File: config.mk
export PLATFORM = sky130hd
export DESIGN_NAME = sensor_frame_checker_unit_flat
export DESIGN_NICKNAME = d
export VERILOG_FILES = /design/src/design/sfc_pkg.sv /design/src/design/sfc_if.sv /design/src/design/sensor_frame_checker_unit.sv /design/src/design/sfc_frame.sv /design/src/flat_wrapper.sv
export SDC_FILE = /design/constraint.sdc
export NUM_CORES = 1
export LEC_CHECK = 0
export BUFFER_PORTS_ARGS = -buffer_cell sky130_fd_sc_hd__buf_2
export CAP_MARGIN = 10
export CORE_MARGIN = 2
export CORE_UTILIZATION = 35
export DETAILED_ROUTE_END_ITERATION = 8
export SYNTH_ARGS = -nofsm -noshare
export SYNTH_HDL_FRONTEND = slang
export SYNTH_SLANG_ARGS = --single-unit
File: constraint.sdc
create_clock -name i_clk -period 4.2 [get_ports i_clk]
set_input_delay 0 -clock i_clk [delete_from_list [all_inputs] [get_ports i_clk]]
set_output_delay 0 -clock i_clk [all_outputs]
set_load 0.01 [all_outputs]
File: src/design/sfc_pkg.sv
`timescale 1ns / 1ps

package sfc_pkg;

    // Shortest frame that is judged on its contents.
    localparam int MIN_FRAME_BYTES = 5;

    // The byte count stops at this value.
    localparam logic [2:0] COUNT_MAX = 3'd7;

    typedef enum logic [2:0] {
        VERDICT_UPDATE   = 3'd0,
        VERDICT_OTHER    = 3'd1,
        VERDICT_SHORT    = 3'd2,
        VERDICT_FORMAT   = 3'd3,
        VERDICT_ADDRESS  = 3'd4,
        VERDICT_CHECKSUM = 3'd5
    } t_verdict;

    typedef enum logic [1:0] {
        CFG_START_CODE   = 2'd0,
        CFG_END_CODE     = 2'd1,
        CFG_DATA_COMMAND = 2'd2
    } t_cfg_index;

    typedef struct packed {
        logic [7:0] start_code;
        logic [7:0] end_code;
        logic [7:0] data_command;
    } t_cfg;

    typedef struct packed {
        logic [7:0] rx_byte;
        logic       frame_end;
        logic [7:0] expected_address;
    } t_item;

    typedef struct packed {
        t_verdict   verdict;
        logic [7:0] sensor_address;
        logic [7:0] sensor_value;
        logic       flush_request;
    } t_result;

endpackage

File: src/design/sfc_if.sv
`timescale 1ns / 1ps

// Channel that carries received frame bytes.
interface sfc_in_if;
    logic       valid;
    logic       ready;
    logic [7:0] rx_byte;
    logic       frame_end;
    logic [7:0] expected_address;

    modport source (output valid, output rx_byte, output frame_end, output expected_address,
                    input ready);
    modport sink (input valid, input rx_byte, input frame_end, input expected_address,
                  output ready);
endinterface

// Channel that carries frame verdicts.
interface sfc_out_if;
    logic       valid;
    logic       ready;
    logic [2:0] verdict;
    logic [7:0] sensor_address;
    logic [7:0] sensor_value;
    logic       flush_request;

    modport source (output valid, output verdict, output sensor_address,
                    output sensor_value, output flush_request, input ready);
    modport sink (input valid, input verdict, input sensor_address,
                  input sensor_value, input flush_request, output ready);
endinterface

File: src/design/sensor_frame_checker_unit.sv
`timescale 1ns / 1ps
// Sensor frame checker. Frame bytes enter on i_frame, one byte per transfer, with
// frame_end set on the last byte and expected_address valid on that byte. Verdicts
// leave on o_result, one transfer per frame, none for the other bytes.
// Three registers (start code, end code, data command) are written through the
// i_cfg_we / i_cfg_index / i_cfg_data port; the user writes them only while no
// frame byte is in flight, as the block itself does not enforce it. A verdict
// passes the input register and then the result register before it is offered.
// Throughput: one byte per cycle, save that a last byte waits for a free result
// register. The whole check is a few byte compares and an XOR between the input
// register and the result register, so nothing iterates.
// When the receiver stalls, the verdict holds in the result register; the input
// register keeps taking ordinary bytes, but a last byte waits in it with ready low
// until the result register frees.
// Reset (synchronous, active low) clears the registers, the frame state and both
// valid flags; i_frame.ready is high in the first cycle after reset.
module sensor_frame_checker_unit
    import sfc_pkg::*;
(
    input  logic         i_clk,
    input  logic         i_rst_n,
    input  logic         i_cfg_we,
    input  logic [1:0]   i_cfg_index,
    input  logic [7:0]   i_cfg_data,
    sfc_in_if.sink       i_frame,
    sfc_out_if.source    o_result
);

    // Configuration registers.
    t_cfg r_cfg;

    always_ff @(posedge i_clk) begin
        if (!i_rst_n) begin
            r_cfg <= '0;
        end else if (i_cfg_we) begin
            unique case (i_cfg_index)
                CFG_START_CODE:   r_cfg.start_code   <= i_cfg_data;
                CFG_END_CODE:     r_cfg.end_code     <= i_cfg_data;
                CFG_DATA_COMMAND: r_cfg.data_command <= i_cfg_data;
                default: begin
                    // Writes beyond the register list are dropped.
                end
            endcase
        end
    end

    // Input register. A byte that is not the last one always moves on, since it
    // produces no verdict; the last byte waits for a free result register.
    logic    r_in_valid;
    t_item   r_in;
    logic    out_free;
    logic    in_step;
    logic    in_ready;
    t_result verdict_next;

    assign out_free = !o_result.valid || o_result.ready;
    assign in_step  = r_in_valid && (!r_in.frame_end || out_free);
    assign in_ready = !r_in_valid || in_step;
    assign i_frame.ready = in_ready;

    always_ff @(posedge i_clk) begin
        if (!i_rst_n) begin
            r_in_valid <= 1'b0;
        end else if (in_ready) begin
            r_in_valid <= i_frame.valid;
        end
    end

    always_ff @(posedge i_clk) begin
        if (in_ready && i_frame.valid) begin
            r_in <= '{rx_byte: i_frame.rx_byte, frame_end: i_frame.frame_end,
                      expected_address: i_frame.expected_address};
        end
    end

    // Frame state and verdict logic.
    sfc_frame u_frame (
        .i_clk    (i_clk),
        .i_rst_n  (i_rst_n),
        .i_step   (in_step),
        .i_item   (r_in),
        .i_cfg    (r_cfg),
        .o_result (verdict_next)
    );

    // Result register.
    logic    r_out_valid;
    t_result r_out;
    logic    out_load;

    assign out_load = in_step && r_in.frame_end;

    always_ff @(posedge i_clk) begin
        if (!i_rst_n) begin
            r_out_valid <= 1'b0;
        end else if (out_load) begin
            r_out_valid <= 1'b1;
        end else if (o_result.ready) begin
            r_out_valid <= 1'b0;
        end
    end

    always_ff @(posedge i_clk) begin
        if (out_load) begin
            r_out <= verdict_next;
        end
    end

    assign o_result.valid          = r_out_valid;
    assign o_result.verdict        = r_out.verdict;
    assign o_result.sensor_address = r_out.sensor_address;
    assign o_result.sensor_value   = r_out.sensor_value;
    assign o_result.flush_request  = r_out.flush_request;

endmodule

File: src/design/sfc_frame.sv
`timescale 1ns / 1ps

// Holds the state of the frame being received and judges it on its last byte.
module sfc_frame
    import sfc_pkg::*;
(
    input  logic    i_clk,
    input  logic    i_rst_n,
    input  logic    i_step,
    input  t_item   i_item,
    input  t_cfg    i_cfg,
    output t_result o_result
);

    logic [2:0] r_count;
    logic [7:0] r_first;
    logic [7:0] r_address;
    logic [7:0] r_command;
    logic [7:0] r_value;
    logic [7:0] r_previous;
    logic [7:0] r_xor;

    logic [2:0] n_count;
    logic [7:0] n_first;
    logic [7:0] n_address;
    logic [7:0] n_command;
    logic [7:0] n_value;
    logic [7:0] n_previous;
    logic [7:0] n_xor;

    logic [3:0] total;

    always_comb begin
        n_first    = (r_count == 3'd0) ? i_item.rx_byte : r_first;
        n_address  = (r_count == 3'd1) ? i_item.rx_byte : r_address;
        n_command  = (r_count == 3'd2) ? i_item.rx_byte : r_command;
        n_value    = (r_count == 3'd3) ? i_item.rx_byte : r_value;
        n_previous = i_item.rx_byte;
        n_xor      = (r_count != 3'd0) ? (r_xor ^ r_previous) : r_xor;
        n_count    = (r_count != COUNT_MAX) ? (r_count + 3'd1) : r_count;
    end

    // The verdict looks at the stored bytes with the current byte merged in.
    always_comb begin
        total    = {1'b0, r_count} + 4'd1;
        o_result = '{verdict: VERDICT_OTHER, sensor_address: 8'd0, sensor_value: 8'd0,
                     flush_request: 1'b0};
        if (total < 4'(MIN_FRAME_BYTES)) begin
            o_result.verdict = VERDICT_SHORT;
        end else if (n_first != i_cfg.start_code || i_item.rx_byte != i_cfg.end_code) begin
            o_result.verdict       = VERDICT_FORMAT;
            o_result.flush_request = 1'b1;
        end else if (n_address != i_item.expected_address) begin
            o_result.verdict       = VERDICT_ADDRESS;
            o_result.flush_request = 1'b1;
        end else if (r_previous != r_xor) begin
            o_result.verdict = VERDICT_CHECKSUM;
        end else if (n_command == i_cfg.data_command) begin
            o_result.verdict        = VERDICT_UPDATE;
            o_result.sensor_address = n_address;
            o_result.sensor_value   = n_value;
        end
    end

    always_ff @(posedge i_clk) begin
        if (!i_rst_n || (i_step && i_item.frame_end)) begin
            r_count    <= 3'd0;
            r_first    <= 8'd0;
            r_address  <= 8'd0;
            r_command  <= 8'd0;
            r_value    <= 8'd0;
            r_previous <= 8'd0;
            r_xor      <= 8'd0;
        end else if (i_step) begin
            r_count    <= n_count;
            r_first    <= n_first;
            r_address  <= n_address;
            r_command  <= n_command;
            r_value    <= n_value;
            r_previous <= n_previous;
            r_xor      <= n_xor;
        end
    end

endmodule

File: src/flat_wrapper.sv
// flat-port wrapper written by rule: the top's interface ports become plain ports
module sensor_frame_checker_unit_flat import sfc_pkg::*;
  (i_clk, i_rst_n, i_cfg_we, i_cfg_index, i_cfg_data, i_frame_valid, i_frame_rx_byte, i_frame_frame_end, i_frame_expected_address, i_frame_ready, o_result_valid, o_result_verdict, o_result_sensor_address, o_result_sensor_value, o_result_flush_request, o_result_ready);
  sfc_in_if i_frame_i ();
  sfc_out_if o_result_i ();
  input  logic i_clk;
  input  logic i_rst_n;
  input  logic i_cfg_we;
  input  logic [1:0] i_cfg_index;
  input  logic [7:0] i_cfg_data;
  input wire logic [$bits(i_frame_i.valid)-1:0] i_frame_valid;
  input wire logic [$bits(i_frame_i.rx_byte)-1:0] i_frame_rx_byte;
  input wire logic [$bits(i_frame_i.frame_end)-1:0] i_frame_frame_end;
  input wire logic [$bits(i_frame_i.expected_address)-1:0] i_frame_expected_address;
  output wire logic [$bits(i_frame_i.ready)-1:0] i_frame_ready;
  output wire logic [$bits(o_result_i.valid)-1:0] o_result_valid;
  output wire logic [$bits(o_result_i.verdict)-1:0] o_result_verdict;
  output wire logic [$bits(o_result_i.sensor_address)-1:0] o_result_sensor_address;
  output wire logic [$bits(o_result_i.sensor_value)-1:0] o_result_sensor_value;
  output wire logic [$bits(o_result_i.flush_request)-1:0] o_result_flush_request;
  input wire logic [$bits(o_result_i.ready)-1:0] o_result_ready;
  assign i_frame_i.valid = i_frame_valid;
  assign i_frame_i.rx_byte = i_frame_rx_byte;
  assign i_frame_i.frame_end = i_frame_frame_end;
  assign i_frame_i.expected_address = i_frame_expected_address;
  assign i_frame_ready = i_frame_i.ready;
  assign o_result_valid = o_result_i.valid;
  assign o_result_verdict = o_result_i.verdict;
  assign o_result_sensor_address = o_result_i.sensor_address;
  assign o_result_sensor_value = o_result_i.sensor_value;
  assign o_result_flush_request = o_result_i.flush_request;
  assign o_result_i.ready = o_result_ready;
  sensor_frame_checker_unit u_core (.i_clk(i_clk), .i_rst_n(i_rst_n), .i_cfg_we(i_cfg_we), .i_cfg_index(i_cfg_index), .i_cfg_data(i_cfg_data), .i_frame(i_frame_i), .o_result(o_result_i));
endmodule
After elaboration in Yosys (flattened, before gate mapping)
Index checks and enable logic that the tools add are counted.

storage, ports and cells
  register bits after elaboration = 114
  bits in latches = 0
  RAM bits = 0
  memory bits (read-only) = 0
  input port bits = 32
  output and inout port bits = 22
  memories = 0

cells by class
  add/subtract/negate cells = 2
  $mul = 0
  divide/modulo/power cells = 0
  order comparisons = 1
  equality and inequality tests = 11
  shift-type cells = 0
  multiplexer cells = 12
  bitwise logic cells = 2
  reductions and logical operators = 23

operators with widths
  operator               number
  $mux W8                4
  $ne A8 B8 Y1           4
  $mux W17               1
  $reduce_and A2 Y1      5
  $eq A8 B8 Y1           1
  $xor A8 B8 Y8          1
  $eq A3 B2 Y1 const B   2
  $mux W3                2
  $logic_or A1 B1 Y1     5
  $mux W1                5
  $reduce_or A5 Y1       1
  $add A3 B1 Y4 const B  1
  $logic_not A1 Y1       4
  $lt A4 B3 Y1 const B   1
  $add A3 B1 Y3 const B  1
  $eq A3 B1 Y1 const B   1
  $logic_and A1 B1 Y1    3
  $logic_not A3 Y1       1
  $ne A3 B3 Y1 const B   1
  $reduce_bool A3 Y1     1
  $eq A2 B1 Y1 const B   1
  $eq A2 B2 Y1 const B   1
  $logic_not A2 Y1       1
  $reduce_bool A2 Y1     1
  other kinds (2)        2

Depth between registers and ports, before layout
Gate-level depths: netlist of run 1.

  word-level depth = 7
  gate-level depth with buffers = 10

Cells and area by module
Synthesis of run 1 repeated with hierarchy kept, for this count alone.

unflattened totals
  cell total of the unflattened synthesis = 518
  area total of the unflattened synthesis = 5328.9 um^2

by module, submodules not included
  module                     times used  cells an instance  area an instance (um^2)  sequential area each (um^2)
  sfc_frame                  1           379                3186.8                   1021.0
  sensor_frame_checker_unit  1           139                2142.1                   1631.6

Worst setup path after synthesis of run 1
Ideal clock, no wire load.

  path kind = register to register
  from = reg u_core.u_frame.r_count[1]
  to = reg u_core.r_out (netlist bit u_core.o_result.sensor_value[6]) (data pin)
  setup time = 0.149 ns
  arrival time = 2.093 ns
  required time = 4.051 ns
  path slack = 1.957 ns
  cell stages (with the launch flop) = 11
  path buffers = 2
  clock period less this slack = 2.243 ns
  path through = dfxtp_1 -> inv_1 -> ha_1 -> nand2b_4 -> buf_12 -> o21ai_2 -> a211o_1 -> a2111oi_4 -> nand3_4 -> buf_6 -> nor3_4

on the way
  cells in the longest elaborated chain, start to end = 5
  elaborated cells between the ends (all ways) = 16
  those cells by class = add/sub: 1; order compare: 1; eq/ne: 6; mux: 4; bitwise: 1; reduce/logical: 3

RTL lines
  item                                                   line                              RTL
  from (decl)                                            sfc_frame.sv:15                   logic [2:0] r_count;
  from (signal assigned)                                 sfc_frame.sv:75                   r_count <= n_count;
  branches (longest 5 deep; another with $add A3 B1 Y4)  --
  to (signal assigned)                                   sensor_frame_checker_unit.sv:105  r_out <= verdict_next;
  to (decl)                                              sensor_frame_checker_unit.sv:88   t_result r_out;

Parallel ways; which one is timed is not known.
A chain may end at the register's enable or synchronous reset.

Worst setup path after layout of run 1
  from = reg u_core.u_frame.r_count[0]
  to = reg u_core.r_out (netlist bit u_core.o_result.sensor_value[4]) (data pin)

on the way
  elaborated cells between the ends (all ways) = 16
  those cells by class = add/sub: 1; order compare: 1; eq/ne: 6; mux: 4; bitwise: 1; reduce/logical: 3

RTL lines
  item                         line             RTL
  $add A3 B1 Y4                sfc_frame.sv:45  total = {1'b0, r_count} + 4'd1;
  net u_core.u_frame.total[0]  sfc_frame.sv:31  logic [3:0] total;
  $lt A4 B3 Y1                 sfc_frame.sv:48  if (total < 4'(MIN_FRAME_BYTES)) begin
  $reduce_or A5 Y1 (no line)   --

The timed path passes the listed nets, and every way through them passes these cells.

==> metrics.txt, run 1 <==
status complete, no violations; fin crit period 2800 ps; Reg2Reg Capture Point u_core.o_result.sensor_value[4]$_SDFFCE_PP0P_; DR vias/cell 4.98; setup TNS 0 ps; Setup WS pre-CTS 1420 ps; TritonCTS clock tree done; Psw 654 uW; Primary FF master, synth dfxtp_1; Worst Skew 15.4 ps; Crit Path Max Fanout 16; CP max stage cell nor4_1; Max Cap Viol 0; post-DR wirelength/cell 16.1 um; final setup fails 0; Bufs and invs on worst path 1; most common cell after layout, fill and taps aside dfxtp_1; drt first pass iters 5; startpoint types register; highest metal used met4; Root Buffer clkbuf_16; post-route insts no fill 773; post-route setup slack 1400 ps; max_slew headroom 42.5%; Seq/Total Area, Yosys 49.8%; FP Rows 45; Power per Cell Area 425 mW/mm^2; share of cells above drive strength 1 17.6%; worst setup path start u_core.u_frame.r_count[0]$_SDFFE_PP0P_; via count 3,849; commonest cells after routing, fill and taps aside dfxtp_1 (77), mux2i_1 (69), buf_2 (53); leading post-synthesis cells by cell area dfxtp_1 (29%), edfxtp_1 (21%), mux2i_1 (13%), xor2_1 (4.4%), xnor2_1 (3.6%); Post-synth EDFFs 37; Antenna diodes 0; DP Cell Count 713; Post-Syn Area 0.00533 mm^2; final hold vios 0; CP max stage delay 590 ps; number of remaining DRC errors 0; Ys Warns 0; Syn Nets 537; # resized after CTS 0; WP depth 8; CTS buffer count 17; WL final 12,400 um; Max Fclk 357 MHz; Peak VDD IR 0.255 mV; insertion delay to the later sink of the worst-skew pair 420 ps; Die Y 127 um; Layout area overhead 22.3%; Worst Tran Pin Value 862 ps; area leader, netlist dfxtp_1; Syn Inst Count 499; Comb pwr share 7.8%; Starting Density 35.4%; Leakage 2.63 nW; Final Wtd Congestion 0.904; CP Data Arrival Time 3040 ps; CTS Sinks 114; initial antenna violation count 0; area of the die 0.0162 mm^2; RSZ-0062 raised after global routing no; fin crit share 66.6%; Routed met3 length 409 um; vias in the first global route 3,893; Seq pwr share 43.9%; GRT Util Overall 15.9%; core area 0.0150 mm^2; fin. max-slew vios 0; first-pass GRT wire length 19,800 um; critical path, cell by cell inv_1, ha_1, nand2b_1, mux2i_1, o22ai_1, nor4_1, nand3_4, nor3_1; CP top delay family simple AND/OR/NAND/NOR gates; asr flop ratio synth 0%; CTS max path bufs 2; die width 127 um; nets@finish 610; reg2reg path depth 8; Setup CP Type register to register; Critical Path RT 4440 ps; antenna-violating nets left 0; crit path to u_core.o_result.sensor_value[4]$_SDFFCE_PP0P_; WL met2 6040 um; total grt overflow 0; IO Count 54; Int Pwr 2.11 mW; count of state elements after synthesis 114; DP HPWL 8360 um; worst r2r src u_core.u_frame.r_count[0]$_SDFFE_PP0P_; largest net degree at the start of global routing 52; CP Capture Type register; flop2flop setup slack 1400 ps; Worst-path clk slew 50 ps; switching share of total power 23.6%; syn avg cell area 10.7 um^2; HP Class input pin to register; initial DRC count 224; number of H-tree levels 4; synth unique cells 53; Design Power 2.77 mW; IO buf count 53; Clk network pwr share 48.3%; Yosys top cell area share 28.9%; metal1 wirelength 5670 um
through the flow:
stage                     cell area [um^2]  utilization (%)  hold WS, ps
after global placement                5680             37.8          176
after floorplan                       5330                -         98.9
after detailed placement              5680             37.8          178
after CTS                             6520             43.3         32.5
final                                 6520             43.3         43.5
after global routing                  6520             43.3         65.2
timing repair:
action                                 4_1_cts  5_1_grt
endpoints found under the hold margin       43        0
buffers inserted                             0        0
hold buffers                                28        0
worst register-to-register path: cells and delay by family (launching register included):
family / cells / cell delay [ps]
buf+inv: 1 / 100
fa+ha+maj: 1 / 220
mux: 1 / 270
flops: 1 / 400
simple gates: 4 / 1530
compound gates: 1 / 110
layer usage:
metal	up-vias	global-route usage, %
li1	1872	-
met1	1858	19.4
met2	95	26.3
met3	24	3.43
met4	0	8.21
met5	-	0
cell usage after synthesis, types with 2 or more instances:
master / n
nand2b_1: 5
o22ai_1: 5
nand4_1: 5
edfxtp_1: 37
nor2_1: 39
o2111a_1: 2
mux2i_1: 69
nor3_2: 9
ha_1: 6
buf_6: 4
nand2_1: 42
xor2_1: 27
a221oi_1: 3
inv_1: 14
buf_1: 3
a31oi_1: 2
a21boi_0: 4
nand3_1: 10
and2b_2: 2
clkbuf_1: 18
and2_1: 3
dfxtp_1: 77
a211oi_1: 2
nor3_1: 9
xnor2_1: 22
nand3b_1: 3
nor2b_1: 27
nor4_1: 3
buf_2: 2
a21oi_1: 22
worst min path at each step:
stage | startpoint | end | slack [ps] | depth (start not counted)
floorplan | i_frame_expected_address[0] | u_core.r_in[0]$_DFFE_PP_ | 100 | 0
global placement | i_frame_expected_address[1] | u_core.r_in[1]$_DFFE_PP_ | 180 | 1
detailed placement | i_frame_frame_end | u_core.r_in[8]$_DFFE_PP_ | 180 | 1
CTS | i_rst_n | u_core.o_result.valid$_SDFFE_PN0P_ | 30 | 2
global route | i_rst_n | u_core.r_cfg[15]$_SDFFE_PN0P_ | 70 | 2
finish | i_rst_n | u_core.o_result.valid$_SDFFE_PN0P_ | 40 | 2
kinds of logic (layout without fill, tap and decap cells):
kind of cell             Yosys count  after routing  share of synthesized area (%)
AND/OR/NAND/NOR                  168            168                           17.1
flip-flops                       114            114                           49.8
multiplexers                      69             69                           13.0
AO/OA/AOI/OAI                     50             50                           6.64
XOR/XNOR                          49             49                           8.05
buffers and inverters             43            129                           4.01
adder cells (fa/ha/maj)            6              6                           1.41
power by group through the flow:
stage	registers [mW]	clock network [mW]	logic, mW
6_report	1.22	1.34	0.215
4_1_cts	1.22	1.36	0.214
3_5_place_dp	1.24	0	0.193
2_1_floorplan	1.22	0	0.156
3_3_place_gp	1.24	0	0.190
5_1_grt	1.22	1.41	0.234
cell type report:
class,instances,area [um^2]
Clock inverter,10,86.3
Tap cell,188,235
Inverter,14,52.6
Clock buffer,22,465
Timing Repair Buffer,83,561
Multi-Input combinational cell,342,2460
Sequential cell,114,2650
Fill cell,1371,8520
registers in the layout (all words and copies together) (netlist names):
name,cells
u_core.o_result.flush_request,1
u_core.o_result.sensor_address,8
u_core.o_result.sensor_value,8
u_core.o_result.valid,1
u_core.o_result.verdict,3
u_core.r_cfg,24
u_core.r_in,17
u_core.r_in_valid,1
u_core.u_frame.r_address,8
u_core.u_frame.r_command,8
u_core.u_frame.r_count,3
u_core.u_frame.r_first,8
u_core.u_frame.r_previous,8
u_core.u_frame.r_value,8
u_core.u_frame.r_xor,8
(Power assumes the default switching activity.)
==> run 2: changes to the inputs <==
==> constraint.sdc (replaced) <==
create_clock -name i_clk -period 2.85 [get_ports i_clk]
set_input_delay 0 -clock i_clk [delete_from_list [all_inputs] [get_ports i_clk]]
set_output_delay 0 -clock i_clk [all_outputs]
set_load 0.01 [all_outputs]
==> run 2 against run 1 <==
Net effect:
- sequential cell count unchanged
- critical path type unchanged
- highest routed layer unchanged
- fmax increased by 6.1%
- die area unchanged
- sequential share of layout area decreased by 0.95 points
- count of clock-buffer cells in the layout unchanged
==> metrics.txt, run 2 (synthesis results as in run 1) <==
Bufs and invs on worst path 2; Critical Path RT 3090 ps; number of H-tree levels 4; IO buf count 53; Starting Density 35.4%; Design Power 4.24 mW; WP depth 9; max_slew headroom 43.7%; Max Cap Viol 0; commonest cells after routing, fill and taps aside dfxtp_1 (77), mux2i_1 (69), buf_2 (53); DP HPWL 8860 um; antenna-violating nets left 0; Crit Path Max Fanout 16; WL final 12,600 um; CP Data Arrival Time 2870 ps; Worst-path clk slew 60 ps; Worst Skew 17.8 ps; final hold vios 0; Top Registers u_core.r_cfg (24), u_core.r_in (17); post-DR wirelength/cell 16.0 um; FP Rows 45; initial antenna violation count 0; Antenna diodes 0; TritonCTS clock tree done; final setup fails 0; Fillers 1,372; Worst Tran Pin Value 844 ps; CP max stage cell mux2i_1; drt first pass iters 5; Setup CP Type register to register; Die Y 127 um; fin crit share 92.6%; nets@finish 624; most common cell after layout, fill and taps aside dfxtp_1; status complete, no violations; vias in the first global route 3,917; Biggest register u_core.r_cfg; DP Cell Count 725; Final Wtd Congestion 0.961; # resized after CTS 0; GRT Util Overall 16.4%; post-route insts no fill 787; initial DRC count 195; startpoint types register; Layout area overhead 25.2%; fin. max-slew vios 0; core area 0.0150 mm^2; fin crit period 2640 ps; post-route setup slack 211 ps; HP Class input pin to register; total grt overflow 0; CTS buffer count 17; Setup WS pre-CTS 215 ps; via count 3,815; die width 127 um; first-pass GRT wire length 20,300 um; number of remaining DRC errors 0; setup TNS 0 ps; CTS Sinks 114; reg2reg path depth 9; Leakage 2.73 nW; DR vias/cell 4.85; Util after Layout 44.4%; Largest register FFs 24; area of the die 0.0162 mm^2; Power per Cell Area 635 mW/mm^2; CP top delay family simple AND/OR/NAND/NOR gates; hold path depth 2; Root Buffer clkbuf_16; CP max stage delay 400 ps; largest net degree at the start of global routing 52; register area 0.00265 mm^2; area of the multi-input gates 0.00246 mm^2; IO Count 54; critical path, cell by cell inv_1, ha_1, nand2b_4, mux2i_1, xnor2_1, a2111oi_4, buf_4, nand3_4, nor3_1; CP Capture Type register; share of cells above drive strength 1 19.7%; CTS max path bufs 2; insertion delay to the later sink of the worst-skew pair 420 ps; Max Fclk 379 MHz; RSZ-0062 raised after global routing no; Peak VDD IR 0.348 mV
==> run 2: cell types whose count changed in the layout (fill, tap and decap cells not counted) <==
cell	previous run	this run
buf_4	2	16
bufinv_16	1	2
clkbuf_1	4	2
clkbuf_16	18	19
clkbuf_8	0	1
clkinv_1	1	2
clkinvlp_4	5	3
==> run 2: worst reg2reg max path: cells and delay by family, from the launching register on <==
| kind | cells | cell delay, ps |
|---|---|---|
| simple gates | 3 | 710 |
| buf+inv | 2 | 300 |
| flops | 1 | 370 |
| mux | 1 | 410 |
| fa+ha+maj | 1 | 230 |
| compound gates | 1 | 280 |
| xor+xnor | 1 | 160 |
==> run 2: path summary, 6_finish.rpt <==
path	start	slack (ps)	to
hold reg to reg	u_core.u_frame.r_value[1]$_SDFFE_PP0P_	450	u_core.u_frame.r_value[1]$_SDFFE_PP0P_
setup / recovery	u_core.u_frame.r_count[1]$_SDFFE_PP0P_	210	u_core.o_result.sensor_address[5]$_SDFFCE_PP0P_
setup reg to reg	u_core.u_frame.r_count[1]$_SDFFE_PP0P_	210	u_core.o_result.sensor_address[5]$_SDFFCE_PP0P_
hold / removal	i_rst_n	30	u_core.o_result.valid$_SDFFE_PN0P_
==> run 2: per-layer routing <==
metal | track usage, % | share of wire (%) | vias up
met5 | 0 | 0 | -
met4 | 8.08 | 1.7 | 0
met3 | 3.27 | 4.4 | 11
met2 | 27.1 | 49 | 93
met1 | 20.4 | 45 | 1805
li1 | - | - | 1906
==> run 2: final cells by class <==
class,instances,share of cell area (%)
clock inverter,10,1.58
tap,188,3.53
clock buffer,22,7.45
multi-input combinational,342,36.9
timing repair buffer,97,9.98
inverter,14,0.788
sequential,114,39.8
==> run 2: metrics by stage <==
step,hold slack [ps],cell area (um^2)
6_report,27.2,6670
5_1_grt,61.5,6670
4_1_cts,25.8,6660
3_5_place_dp,178,5770
3_3_place_gp,176,5770
2_1_floorplan,98.9,5330
==> run 2: timing repair <==
item	4_1_cts	5_1_grt
endpoints found under the setup margin	0	7
setup buffers	0	2
endpoints found under the hold margin	43	0
hold buffers	28	0
==> run 2: power by group <==
| part | internal [mW] | switching [mW] | total (mW) |
|---|---|---|---|
| combinational | 0.161 | 0.188 | 0.348 |
| sequential | 1.73 | 0.0456 | 1.77 |
| clock | 1.40 | 0.715 | 2.12 |
| total | 3.29 | 0.948 | 4.24 |
==> run 3: changes to the inputs <==
--- a/config.mk
+++ b/config.mk
@@ -10,6 +10,7 @@
 export CORE_MARGIN = 2
 export CORE_UTILIZATION = 35
 export DETAILED_ROUTE_END_ITERATION = 8
+export SETUP_SLACK_MARGIN = 0.4
 export SYNTH_ARGS = -nofsm -noshare
 export SYNTH_HDL_FRONTEND = slang
 export SYNTH_SLANG_ARGS = --single-unit
==> run 3 against run 2 <==
Net effect:
- clock skew down 12 ps
- register-to-register slack better by 260 ps
- count of clock-buffer cells in the layout unchanged
- non-clock buffer count up 7
- critical path type unchanged
==> metrics.txt, run 3 (synthesis results as in run 1) <==
status complete, no violations; CTS Sinks 114; register area 0.00265 mm^2; fin crit period 2380 ps; Biggest register u_core.r_cfg; CTS buffer count 17; CP Data Arrival Time 2630 ps; Reg2Reg Capture Point u_core.o_result.sensor_address[4]$_SDFFCE_PP0P_; Peak VDD IR 0.352 mV; CP Capture Type register; CP max stage cell dfxtp_2; share of cells above drive strength 1 23.0%; worst r2r src u_core.u_frame.r_count[0]$_SDFFE_PP0P_; critical path, cell by cell inv_1, ha_1, and2b_2, a221oi_1, o22ai_1, nor4_2, buf_4, nand3_4, buf_4, nor3_2; setup TNS 0 ps; total grt overflow 0; CP dominant cell by count buf_4; GR peak layer met2; met1 Track Usage GR 20.4%; DR vias/cell 4.86; Die Y 127 um; Hold Path End u_core.o_result.valid$_SDFFE_PN0P_; final hold vios 0; Top Registers u_core.r_cfg (24), u_core.r_in (17); Layout area overhead 28.8%; nets@finish 633; fin. max-slew vios 0; DP Cell Count 725; core area 0.0150 mm^2; Max Cap Viol 0; Final Wtd Congestion 0.961; CTS max path bufs 2; number of remaining DRC errors 0; Leakage 2.86 nW; IO Count 54; RSZ-0062 raised after global routing no; area of the multi-input gates 0.00259 mm^2; reg2reg path depth 10; Setup WS pre-CTS 215 ps; Worst Skew 6.03 ps; GRT Util Overall 16.5%; IO buf count 53; M2 GR Usage 27.4%; post-route insts no fill 796; Fillers 1,361; die width 127 um; Crit Path Max Fanout 7; hold_sp i_rst_n; area of the die 0.0162 mm^2; via count 3,869; post-route setup slack 469 ps; HP Class input pin to register; max_slew headroom 32.8%; Setup CP Type register to register; final setup fails 0; most common cell after layout, fill and taps aside dfxtp_1; FP Rows 45; drt first pass iters 4; Critical Path RT 3100 ps; post-DR wirelength/cell 16.4 um; Worst Tran Pin Value 1000 ps; number of H-tree levels 4; largest net degree at the start of global routing 52; vias in the first global route 3,947; Root Buffer clkbuf_16; Max Fclk 420 MHz; antenna-violating nets left 0; Starting Density 35.4%; WL final 13,100 um; CP max stage delay 370 ps; Power per Cell Area 622 mW/mm^2; hold path depth 2; startpoint types register; fin crit share 83.5%; insertion delay to the later sink of the worst-skew pair 410 ps; Worst-path clk slew 50 ps; TritonCTS clock tree done; flop2flop setup slack 470 ps; Bufs and invs on worst path 3; Design Power 4.27 mW; initial DRC count 254; first-pass GRT wire length 20,500 um; initial antenna violation count 0; met3 Track Usage GR 3.27%; commonest cells after routing, fill and taps aside dfxtp_1 (76), mux2i_1 (68), buf_2 (53); Antenna diodes 0; Largest register FFs 24; CP top delay family simple AND/OR/NAND/NOR gates; DP HPWL 8860 um
## run 3: layout make-up
cell class	instances	area share, %
inverters	14	0.766
flip-flops and latches	114	38.7
multi-input cells	344	37.7
clock inverters	10	1.53
repair buffers	104	10.6
clock buffers	22	7.24
well taps	188	3.43
## run 3: where the power goes
group	switching, mW	total [mW]	internal [mW]
Sequential	0.0461	1.77	1.73
Clock	0.716	2.12	1.40
Combinational	0.202	0.375	0.173
Total	0.965	4.27	3.30
## run 3: how the worst max path moves through the flow
stage | start | endpoint | slack (ps) | cells after the start
6_report | u_core.u_frame.r_count[0]$_SDFFE_PP0P_ | u_core.o_result.sensor_address[4]$_SDFFCE_PP0P_ | 470 | 10
5_1_grt | u_core.u_frame.r_count[0]$_SDFFE_PP0P_ | u_core.o_result.sensor_address[4]$_SDFFCE_PP0P_ | 300 | 10
4_1_cts | u_core.u_frame.r_count[0]$_SDFFE_PP0P_ | u_core.o_result.sensor_value[3]$_SDFFCE_PP0P_ | 400 | 8
3_5_place_dp | u_core.u_frame.r_count[1]$_SDFFE_PP0P_ | u_core.o_result.sensor_value[3]$_SDFFCE_PP0P_ | 220 | 8
3_3_place_gp | u_core.u_frame.r_count[1]$_SDFFE_PP0P_ | u_core.o_result.sensor_value[4]$_SDFFCE_PP0P_ | 250 | 8
2_1_floorplan | u_core.u_frame.r_count[1]$_SDFFE_PP0P_ | u_core.o_result.sensor_value[6]$_SDFFCE_PP0P_ | 610 | 10
## run 3: metal layers
| layer | vias to the layer above | share of wire (%) |
|---|---|---|
| li1 | 1927 | - |
| met2 | 114 | 50 |
| met3 | 12 | 5.1 |
| met5 | - | 0 |
| met1 | 1816 | 44 |
| met4 | 0 | 1.7 |
## run 3: metrics by stage
step	util (%)	hold WS (ps)	area, um^2
final	45.6	32.3	6860
after global placement	38.4	176	5770
after global routing	45.6	61.5	6860
after floorplan	-	98.9	5330
after detailed placement	38.4	178	5770
after CTS	44.7	25.8	6720
## run 3: worst register-to-register path: cells and delay by family, from the launching register on
| family | cells | cell delay, ps |
|---|---|---|
| AND/OR/NAND/NOR | 4 | 730 |
| adder cells (fa/ha/maj) | 1 | 230 |
| flip-flops | 1 | 370 |
| AO/OA/AOI/OAI | 2 | 460 |
| buffers and inverters | 3 | 450 |
## run 3: timing repair
action | CTS | global route
endpoints found under the hold margin | 43 | 0
hold buffers | 28 | 0
pin swaps | 2 | 5
cloned | 0 | 2
setup buffers | 4 | 5
gates resized for setup | 4 | 18
endpoints found under the setup margin | 19 | 20
